===== src/rtl/core/assert_macros.svh =====
// Assertion macros for the RTL modules, used by bba_dpath
`ifndef ASSERT_MACROS_SVH
`define ASSERT_MACROS_SVH
`ifndef SYNTHESIS
// Clocked check, disabled while reset is held
`define BBA_ASSERT(lbl, clk, rst_n, prop, msg) \
  lbl: assert property (@(posedge clk) disable iff (!rst_n) (prop)) else $error(msg);
// Clocked check, active during reset too
`define BBA_ASSERT_NR(lbl, clk, prop, msg) \
  lbl: assert property (@(posedge clk) (prop)) else $error(msg);
`else
`define BBA_ASSERT(lbl, clk, rst_n, prop, msg)
`define BBA_ASSERT_NR(lbl, clk, prop, msg)
`endif
`endif


===== src/rtl/core/bba_pkg.sv =====
// Shared types and constants of the bitmap block allocator
`default_nettype none
package bba_pkg;

  localparam int BLK_W  = 12;        // block number field
  localparam int TOT_W  = 13;        // managed count register
  localparam int BASE_W = TOT_W + 1; // scan base, may step one word past the count
  localparam int DATA_W = 32;        // config data bus
  localparam int CFG_AW = 3;         // config byte address

  localparam logic [TOT_W-1:0] TOTAL_RST = 13'd4096;

  localparam logic [CFG_AW-3:0] REG_TOTAL = 1'b0;

  localparam logic FUNC_ALLOC = 1'b0;
  localparam logic FUNC_FREE  = 1'b1;

  localparam logic [1:0] ST_OK     = 2'd0;
  localparam logic [1:0] ST_FULL   = 2'd1;
  localparam logic [1:0] ST_DOUBLE = 2'd2;
  localparam logic [1:0] ST_RANGE  = 2'd3;

  typedef struct packed {
    logic             func;
    logic [BLK_W-1:0] block_number;
  } req_t;

  typedef struct packed {
    logic [BLK_W-1:0] result_block;
    logic [1:0]       status;
  } rsp_t;

  typedef struct packed {
    logic clear;
    logic accept;
    logic scan;
    logic free_rd;
    logic free_ev;
    logic emit;
  } cmd_t;

  typedef struct packed {
    logic clear_done;
    logic req_free;
    logic imm_done;
    logic scan_done;
    logic out_free;
  } sts_t;

endpackage
`default_nettype wire


===== src/rtl/core/bba_ctrl.sv =====
// Sequencer for clear, allocate scan, free and result hand-off
`default_nettype none
module bba_ctrl (
  input  wire logic          clk,
  input  wire logic          rst_n,
  input  wire logic          in_valid,
  output      logic          in_ready,
  input  wire bba_pkg::sts_t sts,
  output      bba_pkg::cmd_t cmd
);

  typedef enum logic [2:0] {
    S_CLEAR,
    S_IDLE,
    S_SCAN,
    S_FREE_RD,
    S_FREE_EV,
    S_EMIT
  } state_t;

  state_t state_r, state_nxt;

  always_comb begin
    cmd       = '0;
    in_ready  = 1'b0;
    state_nxt = state_r;
    case (state_r)
      S_CLEAR: begin
        cmd.clear = 1'b1;
        if (sts.clear_done) begin
          state_nxt = S_IDLE;
        end
      end
      S_IDLE: begin
        in_ready = 1'b1;
        if (in_valid) begin
          cmd.accept = 1'b1;
          if (sts.imm_done) begin
            state_nxt = S_EMIT;
          end else if (sts.req_free) begin
            state_nxt = S_FREE_RD;
          end else begin
            state_nxt = S_SCAN;
          end
        end
      end
      S_SCAN: begin
        cmd.scan = 1'b1;
        if (sts.scan_done) begin
          state_nxt = S_EMIT;
        end
      end
      S_FREE_RD: begin
        cmd.free_rd = 1'b1;
        state_nxt   = S_FREE_EV;
      end
      S_FREE_EV: begin
        cmd.free_ev = 1'b1;
        state_nxt   = S_EMIT;
      end
      S_EMIT: begin
        cmd.emit = 1'b1;
        if (sts.out_free) begin
          state_nxt = S_IDLE;
        end
      end
      default: begin
        state_nxt = S_CLEAR;
      end
    endcase
  end

  always_ff @(posedge clk) begin
    if (!rst_n) begin
      state_r <= S_CLEAR;
    end else begin
      state_r <= state_nxt;
    end
  end

endmodule
`default_nettype wire


===== config.mk =====
export PLATFORM = sky130hd
export DESIGN_NAME = bba_ctrl
export DESIGN_NICKNAME = d
export VERILOG_FILES = /design/src/rtl/core/assert_macros.svh /design/src/rtl/core/bba_pkg.sv /design/src/rtl/core/bba_ctrl.sv
export SDC_FILE = /design/constraint.sdc
export NUM_CORES = 1
export LEC_CHECK = 0
export BUFFER_PORTS_ARGS = -buffer_cell sky130_fd_sc_hd__buf_2
export CAP_MARGIN = 20
export CELL_PAD_IN_SITES_DETAIL_PLACEMENT = 1
export CELL_PAD_IN_SITES_GLOBAL_PLACEMENT = 1
export CORE_AREA = 5 5 42 44
export DETAILED_ROUTE_END_ITERATION = 7
export DIE_AREA = 0 0 47 49
export GPL_TIMING_DRIVEN = 0
export PLACE_DENSITY = 0.6
export SLEW_MARGIN = 20
export SYNTH_ARGS = -nofsm -noshare
export SYNTH_HDL_FRONTEND = slang
export SYNTH_SLANG_ARGS = --single-unit

===== constraint.sdc =====
create_clock -name clk -period 1.4 [get_ports clk]
set_input_delay 0.21 -clock clk [delete_from_list [all_inputs] [get_ports clk]]
set_output_delay 0.21 -clock clk [all_outputs]
set_load 0.01 [all_outputs]

==> impl_metrics.json <==
{
  "outcome": "complete, no violations",
  "netlist_instances": 29,
  "track_usage": 0.0774,
  "slew_viol_final": 0,
  "fmax_ghz": 0.749,
  "cts_buffers": 3,
  "max-clock-path-buffers": 2,
  "multi_input_area_um2": 189,
  "regMostFlops": "state_r",
  "die_h_um": 49,
  "slowest_delay_ns": 0.34,
  "ant_nets": 0,
  "grt_overflow_total": 0,
  "crit_required_ns": 1.19,
  "start_util": 0.194,
  "n_antenna_cell": 0,
  "path_max_fanout": 10,
  "path_cells": "buf_6, nor3b_4, and2_1, buf_2",
  "worst-slew-pin-transition_ns": 0.240,
  "place_congestion": 0.715,
  "regArea_um2": 61.3,
  "vias": 272,
  "synthDistinctLibCells": 20,
  "largest_reg_flops": 3,
  "drc_errors": 0,
  "cp-start-kind": "register",
  "arrival_ns": 1.12,
  "drive_gt1_frac": 0.574,
  "rows": 14,
  "cts.sinks": 3,
  "routedWlPerCell_um": 11.2,
  "yosysWarnings": 0,
  "crit_slowest_cell": "dfxtp_2",
  "syn_to_final_growth_pct": 48.8,
  "path_class": "reg -> out",
  "n_fill_cell": 188,
  "syn_avg_cell_area_um2": 9.36,
  "finalPower_uw": 343,
  "cts_tree": "built",
  "insertion_delay_ns": 0.23,
  "skew_ns": 0.00132,
  "htreeDepth": 1,
  "wl_um": 703,
  "hp-class": "in -> reg",
  "first_global_vias": 306,
  "die_w_um": 47,
  "syn_nets": 37,
  "dp_hpwl_um": 598,
  "first_pass_iters": 1,
  "grt_pass1_wl_um": 1270,
  "whs_ns": 0.238,
  "powerDensity_mw_per_mm2": 848,
  "grt_start_max_net_pins": 11,
  "post-route-period-util": 0.953,
  "synth_seq_area_share": 0.221,
  "antenna_found_initial": 0,
  "netlist_area_um2": 272,
  "setup.worst_path.end_class": "output port",
  "floorplan.die_area_mm2": 0.00230,
  "core_area_mm2": 0.00140,
  "ys_seq_elements": 3,
  "cts_root_buf": "clkbuf_4",
  "portBuffers": 14,
  "finalHoldViolCount": 0,
  "layout.nets": 56,
  "via_per_inst": 4.32,
  "peakVddDrop_mv": 0.438,
  "min_period_ns": 1.33,
  "leakage_nw": 0.197,
  "rsz0062_at_grt": "true",
  "drt_iter0_markers": 0,
  "reg_top3": "state_r (3)",
  "slew_headroom": 0.838,
  "setup_viol": 0,
  "clk_pin_slew_ns": 0.03,
  "ios": 15,
  "drv_cap": 0
}
## repair_timing
action	CTS	global route
hold buffers	0	0
endpoints found under the setup margin	0	2
gates resized for setup	0	4
setup buffers	0	0
## worst max-delay path: cells and delay by family, from the launching register on
family | cells | cell delay, ns
DFF | 1 | 0.34
buffers and inverters | 2 | 0.26
and+or+nand+nor | 2 | 0.29
## cells in the final DEF, fill, tap and decap left out
cell / n
nor4b_4: 1
nor2_1: 1
inv_1: 1
nor4bb_1: 1
buf_2: 14
nor3b_4: 1
buf_6: 3
dfxtp_2: 1
a31oi_1: 1
clkbuf_1: 1
and2_1: 2
a211o_2: 1
a21oi_1: 1
o211a_1: 1
o21a_1: 1
nor3b_2: 3
o21ai_0: 1
mux2i_1: 1
dfxtp_1: 2
nor3_1: 3
and3_1: 1
nand2_1: 2
clkbuf_4: 3
## final timing paths
check	endpoint	from	slack, ns	cells past startpoint
setup / recovery	cmd[4]	state_r[1]$_SDFFE_PN0P_	0.07	4
hold reg to reg	state_r[2]$_SDFFE_PN0P_	state_r[0]$_SDFFE_PN0P_	0.59	3
setup reg to reg	state_r[0]$_SDFFE_PN0P_	state_r[2]$_SDFFE_PN0P_	0.34	4
hold / removal	state_r[0]$_SDFFE_PN0P_	rst_n	0.24	2
## through the flow
| stage | setup TNS (ns) | worst slack, ns | area [um^2] | cells | utilization |
|---|---|---|---|---|---|
| floorplan | 0 | 0.272 | 272 | 29 | - |
| global placement | 0 | 0.275 | 362 | 59 | 0.258 |
| detailed placement | 0 | 0.264 | 362 | 59 | 0.258 |
| CTS | 0 | 0.0163 | 388 | 63 | 0.277 |
| global route | -0.0207 | -0.0207 | 404 | 63 | 0.288 |
| finish | 0 | 0.0651 | 404 | 63 | 0.288 |
## synthesized netlist by cell type
cell type | n | area [um^2]
dfxtp_1 | 3 | 60.1
nor3_1 | 3 | 15.0
nor3b_2 | 3 | 37.5
and2_1 | 2 | 12.5
buf_6 | 2 | 22.5
nand2_1 | 2 | 7.51
a211o_2 | 1 | 10.0
a21oi_1 | 1 | 5.00
a31oi_1 | 1 | 6.26
and3_1 | 1 | 6.26
buf_4 | 1 | 7.51
inv_1 | 1 | 3.75
mux2i_1 | 1 | 10.0
nor2_1 | 1 | 3.75
nor3b_1 | 1 | 7.51
nor4b_4 | 1 | 23.8
nor4bb_1 | 1 | 10.0
o211a_1 | 1 | 10.0
o21a_1 | 1 | 7.51
o21ai_0 | 1 | 5.00
## routing by layer
| layer | vias to the layer above | track usage | part of all wire |
|---|---|---|---|
| li1 | 141 | - | - |
| met1 | 125 | 0.0810 | 0.39 |
| met2 | 6 | 0.122 | 0.55 |
| met3 | 0 | 0.0480 | 0.057 |
| met4 | 0 | 0.0276 | 0 |
| met5 | - | 0 | 0 |
## area by class of cell
type / instances / share of cell area
plain buffers: 3 / 0.0836
clock buffers: 4 / 0.0650
inverters: 1 / 0.00929
multi-input cells: 22 / 0.467
flip-flops and latches: 3 / 0.152
well taps: 16 / 0.0495
repair buffers: 14 / 0.173
## power breakdown
part | internal [mW] | switching [mW]
clock | 0.106 | 0.0386
sequential | 0.0919 | 0.00338
combinational | 0.0541 | 0.0484
## cell families (layout without fill, tap and decap cells)
group | count (synthesis) | after routing | synth area share
compound gates | 6 | 6 | 0.161
mux | 1 | 1 | 0.0369
flops | 3 | 3 | 0.221
buf+inv | 4 | 22 | 0.124
simple gates | 15 | 15 | 0.456
Note: power is estimated with default switching activity, not from simulation.
