**config.mk**
```make
export PLATFORM = sky130hd
export DESIGN_NAME = bba_regs
export DESIGN_NICKNAME = d
export VERILOG_FILES = /design/src/rtl/core/assert_macros.svh /design/src/rtl/core/bba_pkg.sv /design/src/rtl/core/bba_regs.sv
export SDC_FILE = /design/constraint.sdc
export NUM_CORES = 1
export LEC_CHECK = 0
export BUFFER_PORTS_ARGS = -buffer_cell sky130_fd_sc_hd__buf_2
export CORE_MARGIN = 2
export CORE_UTILIZATION = 36
export DETAILED_ROUTE_END_ITERATION = 12
export HOLD_SLACK_MARGIN = 0.06
export MAX_ROUTING_LAYER = met4
export PLACE_DENSITY = 0.84
export SYNTH_ARGS = -nofsm -noshare
export SYNTH_HDL_FRONTEND = slang
export SYNTH_SLANG_ARGS = --single-unit
```
**constraint.sdc**
```tcl
create_clock -name clk -period 1 [get_ports clk]
set_input_delay 0.05 -clock clk [delete_from_list [all_inputs] [get_ports clk]]
set_output_delay 0.05 -clock clk [all_outputs]
set_load 0.01 [all_outputs]
```
**src/rtl/core/assert_macros.svh**
```systemverilog
// Assertion macros for the RTL modules, used by bba_dpath
`ifndef ASSERT_MACROS_SVH
`define ASSERT_MACROS_SVH
`ifndef SYNTHESIS
// Clocked check, disabled while reset is held
`define BBA_ASSERT(lbl, clk, rst_n, prop, msg) \
  lbl: assert property (@(posedge clk) disable iff (!rst_n) (prop)) else $error(msg);
// Clocked check, active during reset too
`define BBA_ASSERT_NR(lbl, clk, prop, msg) \
  lbl: assert property (@(posedge clk) (prop)) else $error(msg);
`else
`define BBA_ASSERT(lbl, clk, rst_n, prop, msg)
`define BBA_ASSERT_NR(lbl, clk, prop, msg)
`endif
`endif

```
**src/rtl/core/bba_pkg.sv**
```systemverilog
// Shared types and constants of the bitmap block allocator
`default_nettype none
package bba_pkg;

  localparam int BLK_W  = 12;        // block number field
  localparam int TOT_W  = 13;        // managed count register
  localparam int BASE_W = TOT_W + 1; // scan base, may step one word past the count
  localparam int DATA_W = 32;        // config data bus
  localparam int CFG_AW = 3;         // config byte address

  localparam logic [TOT_W-1:0] TOTAL_RST = 13'd4096;

  localparam logic [CFG_AW-3:0] REG_TOTAL = 1'b0;

  localparam logic FUNC_ALLOC = 1'b0;
  localparam logic FUNC_FREE  = 1'b1;

  localparam logic [1:0] ST_OK     = 2'd0;
  localparam logic [1:0] ST_FULL   = 2'd1;
  localparam logic [1:0] ST_DOUBLE = 2'd2;
  localparam logic [1:0] ST_RANGE  = 2'd3;

  typedef struct packed {
    logic             func;
    logic [BLK_W-1:0] block_number;
  } req_t;

  typedef struct packed {
    logic [BLK_W-1:0] result_block;
    logic [1:0]       status;
  } rsp_t;

  typedef struct packed {
    logic clear;
    logic accept;
    logic scan;
    logic free_rd;
    logic free_ev;
    logic emit;
  } cmd_t;

  typedef struct packed {
    logic clear_done;
    logic req_free;
    logic imm_done;
    logic scan_done;
    logic out_free;
  } sts_t;

endpackage
`default_nettype wire

```
**src/rtl/core/bba_regs.sv**
```systemverilog
// Configuration register file behind the APB-style port
`default_nettype none
module bba_regs #(
  parameter int MAX_BLOCKS = 4096
) (
  input  wire logic                        clk,
  input  wire logic                        rst_n,
  input  wire logic                        psel,
  input  wire logic                        penable,
  input  wire logic                        pwrite,
  input  wire logic [bba_pkg::CFG_AW-1:0]  paddr,
  input  wire logic [bba_pkg::DATA_W-1:0]  pwdata,
  output      logic [bba_pkg::DATA_W-1:0]  prdata,
  output      logic                        pready,
  output      logic [bba_pkg::TOT_W-1:0]   limit
);

  logic [bba_pkg::TOT_W-1:0] total_r;
  logic                      sel_total;

  assign sel_total = (paddr[bba_pkg::CFG_AW-1:2] == bba_pkg::REG_TOTAL);
  assign pready    = 1'b1;
  assign prdata    = sel_total ? bba_pkg::DATA_W'(total_r) : '0;

  always_ff @(posedge clk) begin
    if (!rst_n) begin
      total_r <= bba_pkg::TOTAL_RST;
    end else if (psel && penable && pwrite && sel_total) begin
      total_r <= pwdata[bba_pkg::TOT_W-1:0];
    end
  end

  // clamp the count to the store's capacity
  always_comb begin
    if (32'(total_r) > 32'(MAX_BLOCKS)) begin
      limit = bba_pkg::TOT_W'(MAX_BLOCKS);
    end else begin
      limit = total_r;
    end
  end

endmodule
`default_nettype wire

```
==> results of run 1 <==
[worst paths after layout]
check	from	to	slack, ps	cells past startpoint
worst max-delay path	total_r[12]	prdata[12]	-80	3
worst max register to register	total_r[12]	total_r[12]	270	3
worst min register to register	total_r[8]	total_r[8]	460	2
worst min-delay path	rst_n	total_r[9]	130	3
[kinds of logic (layout without fill, tap and decap cells)]
logic type | Yosys count | after routing | synth area share
mux | 13 | 13 | 0.148
simple gates | 52 | 52 | 0.314
buf+inv | 28 | 66 | 0.233
flops | 13 | 13 | 0.296
other cells | 2 | 20 | 0.00854
[worst max-delay path, cell delays in order, from the launching register on]
cell	delay (ps)
dfxtp_2	330
buf_6	130
and2b_2	200
buf_6	120
[cells in the mapped netlist]
master    instances  share of area
dfxtp_1          13           0.30
nor2b_1          24           0.17
and4b_1           1          0.011
and2b_2           3          0.030
buf_4            20           0.17
buf_12            1          0.023
conb_1            2         0.0085
clkbuf_1          5          0.021
buf_2             1         0.0057
nand2_1          24           0.10
mux2i_1          13           0.15
buf_6             1          0.013
[per-stage QoR]
step	TNS, ps	total power, uW
detailed placement	0	719
CTS	-503	1090
global placement	0	717
floorplan	0	713
finish	-311	1070
global route	-1310	1150
[per-layer routing]
| metal | share of wire | up-vias | routed length (um) |
|---|---|---|---|
| li1 | - | 403 | - |
| met1 | 0.39 | 352 | 769 |
| met2 | 0.55 | 31 | 1090 |
| met3 | 0.055 | 0 | 109 |
| met4 | 0 | 0 | 0 |
| met5 | 0 | - | 0 |
[power by group through the flow]
| stage | Clock, uW | Combinational [uW] | Sequential [uW] |
|---|---|---|---|
| after floorplan | 0 | 166 | 546 |
| after global placement | 0 | 170 | 547 |
| after detailed placement | 0 | 172 | 547 |
| after CTS | 336 | 215 | 536 |
| after global routing | 366 | 244 | 539 |
| final | 318 | 219 | 537 |
[timing repair]
item / CTS / global route
resized for setup: 3 / 11
hold buffers: 13 / 0
hold endpoints to repair: 13 / 0
endpoints found under the setup margin: 13 / 20
[cell type report]
cell class | instances | area (sq um) | area share
timing repair buffer | 62 | 435 | 0.346
clock buffer | 4 | 26.3 | 0.0209
tap | 28 | 35.0 | 0.0279
multi-input combinational | 85 | 492 | 0.391
sequential | 13 | 269 | 0.214
[cells in the final DEF (no fill, tap or decap)]
cell type,n
buf_2,41
nand2_1,24
nor2b_1,22
conb_1,20
mux2i_1,13
dlygate4sd3_1,13
dfxtp_2,7
dfxtp_1,6
buf_6,4
and2b_2,3
clkbuf_4,3
buf_4,2
buf_12,2
nor2b_2,1
nor2b_4,1
and4b_1,1
clkbuf_1,1
==> flow_metrics.py, run 1 <==
metrics = {
    "clock_tree": {
        "cts_sinks": 13,
        "cts_max_level": 1,
        "cts_setup_buffers": 0,
        "cts_tree": "built",
        "clock_path_buffers": 2,
        "cts_root_buffer": "clkbuf_4",
        "path_clk_slew_ps": 70,
        "clock_latency_ps": 270,
        "cts_inserted_buffers": 3,
    },
    "sta": {
        "whs_ps": 134,
        "period_needed_ps": 1080,
        "final_hold_viol_count": 0,
        "rsz0062_at_grt": "yes",
        "finalSetupViolCount": 9,
        "skew_ps": 0,
        "drv_slew": 0,
        "fin_crit_sh": 1.08,
        "final.setup.worst_slack_ps": -83.4,
        "clock.fmax_mhz": 923,
    },
    "critical_path": {
        "end_kind": "primary output",
        "crit_fanout": 7,
        "startpoint_type": "flip-flop",
        "critPathKind": "flip-flop to primary output",
        "arrival_ps": 1030,
        "cp_data_required_time_ps": 950,
    },
    "routing": {
        "wl_um": 1960,
        "drt_iter0_drc": 3,
        "num_vias": 786,
        "drc": 0,
        "routed_via_density": 4.09,
        "first_pass_iters": 3,
        "wl_per_cell_um": 10.2,
        "ant_nets": 0,
    },
    "global_routing": {
        "antenna_found_initial": 0,
        "grt_util_met3": 0.0593,
        "grt_util_met1": 0.158,
        "grt_busiest_layer": "met2",
        "grt_pass1_vias": 662,
        "grt_max_degree": 17,
        "grt_overflow": 0,
        "grt_usage": 0.150,
        "grt_pass1_wl_um": 2910,
        "grt_use_met2": 0.272,
    },
    "floorplan": {
        "core_sq_mm": 0.00225,
        "die-area_sq_mm": 0.00285,
        "start_util": 0.390,
        "fp.dieW_um": 53.4,
        "die_h_um": 53.4,
        "rows": 17,
        "io_pins": 86,
    },
    "final_layout": {
        "syn_to_final_growth_pct": 43.0,
        "finish.utilization": 0.558,
        "largestRegisters": "total_r (13)",
        "drive_gt1_frac": 0.390,
        "num-nets-final": 205,
        "layout.cells.non_filler": 192,
        "largest_register": "total_r",
        "nFillCells": 223,
        "fin_area_sq_mm": 0.00126,
        "largest_reg_flops": 13,
        "diodes": 0,
    },
    "logic_synthesis": {
        "syn_area_per_cell_sq_um": 8.14,
        "yosysUniqueCellTypes": 12,
        "ys_seq_elements": 13,
        "ys_warn_count": 0,
        "syn-cell-area_sq_um": 880,
        "ys_seq_area_frac": 0.296,
        "synthCells": 108,
    },
    "run_status": {
        "status": "complete, but fails checks",
        "violations": "negative setup slack",
    },
    "pwr": {
        "p_sw_uw": 278,
        "p_seq_frac": 0.500,
        "peakVddDrop_mv": 0.745,
        "p_leak_uw": 0.000611,
        "p_per_area_mw_per_mm2": 854,
        "power_frac_comb": 0.204,
        "p_sw_frac": 0.258,
        "p_int_uw": 796,
        "p_clk_frac": 0.296,
    },
    "placed_design": {
        "placed_area_sq_mm": 0.00106,
        "port_buffers": 44,
        "gp_congestion": 0.657,
        "placed_cells": 175,
        "post-place-ws_ps": 94.3,
        "place_hpwl_um": 1300,
    },
    "hold_path": {
        "worst_hold_path_type": "primary input to flip-flop",
    },
    "run": {
        "drv_cap": 0,
    },
}
Note: power is estimated with default switching activity, not from simulation.
==> inputs of run 2 (changes only) <==
CORE_UTILIZATION = 38   (was 36)
PLACE_DENSITY = 0.88   (was 0.84)
clock period = 1.25 ns   (was 1 ns; I/O delays follow)
==> run 2 against run 1 <==
Effect of this change:
- the flow now finishes without violations
- register-to-register slack gained 170 ps
- sequential share of layout area increased by 0.45 points
- worst setup slack better by 250 ps
- global-route usage down 0.52 points
- largest cell class unchanged
- critical endpoint is now limit[3]
- non-clock buffer count down 1
- highest routed layer unchanged
- via count is 0.13% higher
==> flow_metrics.py, run 2 (synthesis gave the netlist of run 1 again) <==
metrics = {
    "sta": {
        "final_hold_viol_count": 0,
        "drv_slew": 0,
        "rsz0062_at_grt": "no",
        "clock.fmax_mhz": 926,
        "finalSetupViolCount": 0,
        "skew_ps": 0,
        "period_needed_ps": 1080,
        "setup_tns_ps": 0,
        "whs_ps": 246,
        "final.setup.worst_slack_ps": 170,
        "fin_crit_sh": 0.864,
    },
    "final_layout": {
        "largest_register": "total_r",
        "final_cell_mix": "buf_2, nor2b_1, nand2_1",
        "multi_input_area_sq_um": 482,
        "fin_area_sq_mm": 0.00120,
        "final_common_cell": "buf_2",
        "drive_gt1_frac": 0.337,
        "largest_reg_flops": 13,
        "nFillCells": 205,
        "diodes": 0,
        "num-nets-final": 204,
        "seq_area_sq_um": 262,
        "syn_to_final_growth_pct": 36.1,
        "largestRegisters": "total_r (13)",
    },
    "critical_path": {
        "rr_startpoint": "total_r[12]",
        "path_delay_family": "flip-flops",
        "r2r_slack_ps": 440,
        "max_stage_delay_ps": 370,
        "end_kind": "primary output",
        "critPathKind": "flip-flop to primary output",
        "crit_fanout": 8,
        "crit_slowest_cell": "dfxtp_2",
        "crit_chain": "buf_4, nor2b_1, buf_2",
        "startpoint_type": "flip-flop",
        "rr_endpoint": "total_r[12]",
        "rr_worst_depth": 3,
        "arrival_ps": 1020,
        "cp_data_required_time_ps": 1190,
        "crit_buf_inv": 2,
    },
    "floorplan": {
        "die_h_um": 52.1,
        "start_util": 0.401,
        "io_pins": 86,
        "fp.dieW_um": 52.1,
        "core_sq_mm": 0.00219,
        "die-area_sq_mm": 0.00272,
        "rows": 17,
    },
    "routing": {
        "drt_iter0_drc": 1,
        "wl_um": 1880,
        "drc": 0,
        "first_pass_iters": 3,
        "routed_via_density": 4.12,
        "ant_nets": 0,
        "wl_per_cell_um": 9.85,
        "num_vias": 787,
    },
    "pwr": {
        "p_per_area_mw_per_mm2": 700,
        "peakVddDrop_mv": 0.314,
        "p_leak_uw": 0.000594,
    },
    "clock_tree": {
        "path_clk_slew_ps": 70,
        "clock_path_buffers": 2,
        "cts_max_level": 1,
        "clock_latency_ps": 260,
        "cts_tree": "built",
        "cts_sinks": 13,
        "cts_inserted_buffers": 3,
        "cts_root_buffer": "clkbuf_4",
    },
    "hold_path": {
        "hold_start": "rst_n",
        "worst_hold_path_type": "primary input to flip-flop",
        "worstHoldPathCells": 3,
        "min_to": "total_r[8]",
    },
    "placed_design": {
        "gp_congestion": 0.618,
        "place_hpwl_um": 1290,
        "post-place-ws_ps": 348,
        "placed_area_sq_mm": 0.00104,
        "port_buffers": 44,
    },
    "run_status": {
        "status": "finished, final reports clean",
    },
    "run": {
        "drv_cap": 0,
    },
    "global_routing": {
        "grt_pass1_wl_um": 2740,
        "grt_usage": 0.145,
        "grt_pass1_vias": 654,
        "grt_max_degree": 27,
        "grt_overflow": 0,
        "antenna_found_initial": 0,
    },
}
[run 2: cell count changes in the layout (fill, tap and decap cells not counted), moves of 2 or more]
cell and delta:
buf_6 -4, dfxtp_1 +6, buf_2 +3, dfxtp_2 -6, nor2b_1 +2
[run 2: metrics by stage]
stage	utilization	std cells	power [uW]
floorplan	-	126	570
finish	0.547	191	838
CTS	0.546	191	852
global placement	0.475	174	566
global route	0.547	191	904
detailed placement	0.475	174	567
[run 2: final cells by class]
cell class              instances  area share
clock buffers                   4      0.0219
flip-flops and latches         13       0.218
repair buffers                 61       0.328
multi-input cells              85       0.402
well taps                      28      0.0293
[run 2: worst reg2reg max path, stage by stage (launching register included)]
cell and delay [ps]:
dfxtp_2 370, buf_4 160, nor2b_1 110, mux2i_1 70
[run 2: timing repair]
action | in CTS | in global routing
gates resized for setup | 0 | 1
endpoints found under the hold margin | 13 | 0
setup buffers | 0 | 0
setup endpoints to repair | 0 | 2
hold buffers | 13 | 0
[run 2: worst max path at each step]
stage	cells after the start	startpoint	to
floorplan	2	total_r[12]	prdata[12]
global placement	3	total_r[12]	limit[3]
detailed placement	4	paddr[2]	total_r[0]
CTS	3	total_r[12]	limit[11]
global route	3	total_r[12]	limit[8]
finish	3	total_r[12]	limit[3]
[run 2: metal layers]
| metal | vias up | part of all wire | wire, um | track usage |
|---|---|---|---|---|
| met3 | 0 | 0.11 | 199 | 0.0575 |
| met1 | 344 | 0.41 | 763 | 0.127 |
| met2 | 40 | 0.49 | 918 | 0.274 |
| li1 | 403 | - | - | - |
| met4 | 0 | 0 | 0 | 0.0526 |
| met5 | - | 0 | 0 | - |
[run 2: power breakdown]
part           internal, uW  leakage [uW]  switching, uW
combinational          79.4      0.000474           81.9
clock                   123     0.0000150            124
sequential              423      0.000105           6.69
total                   626      0.000594            212
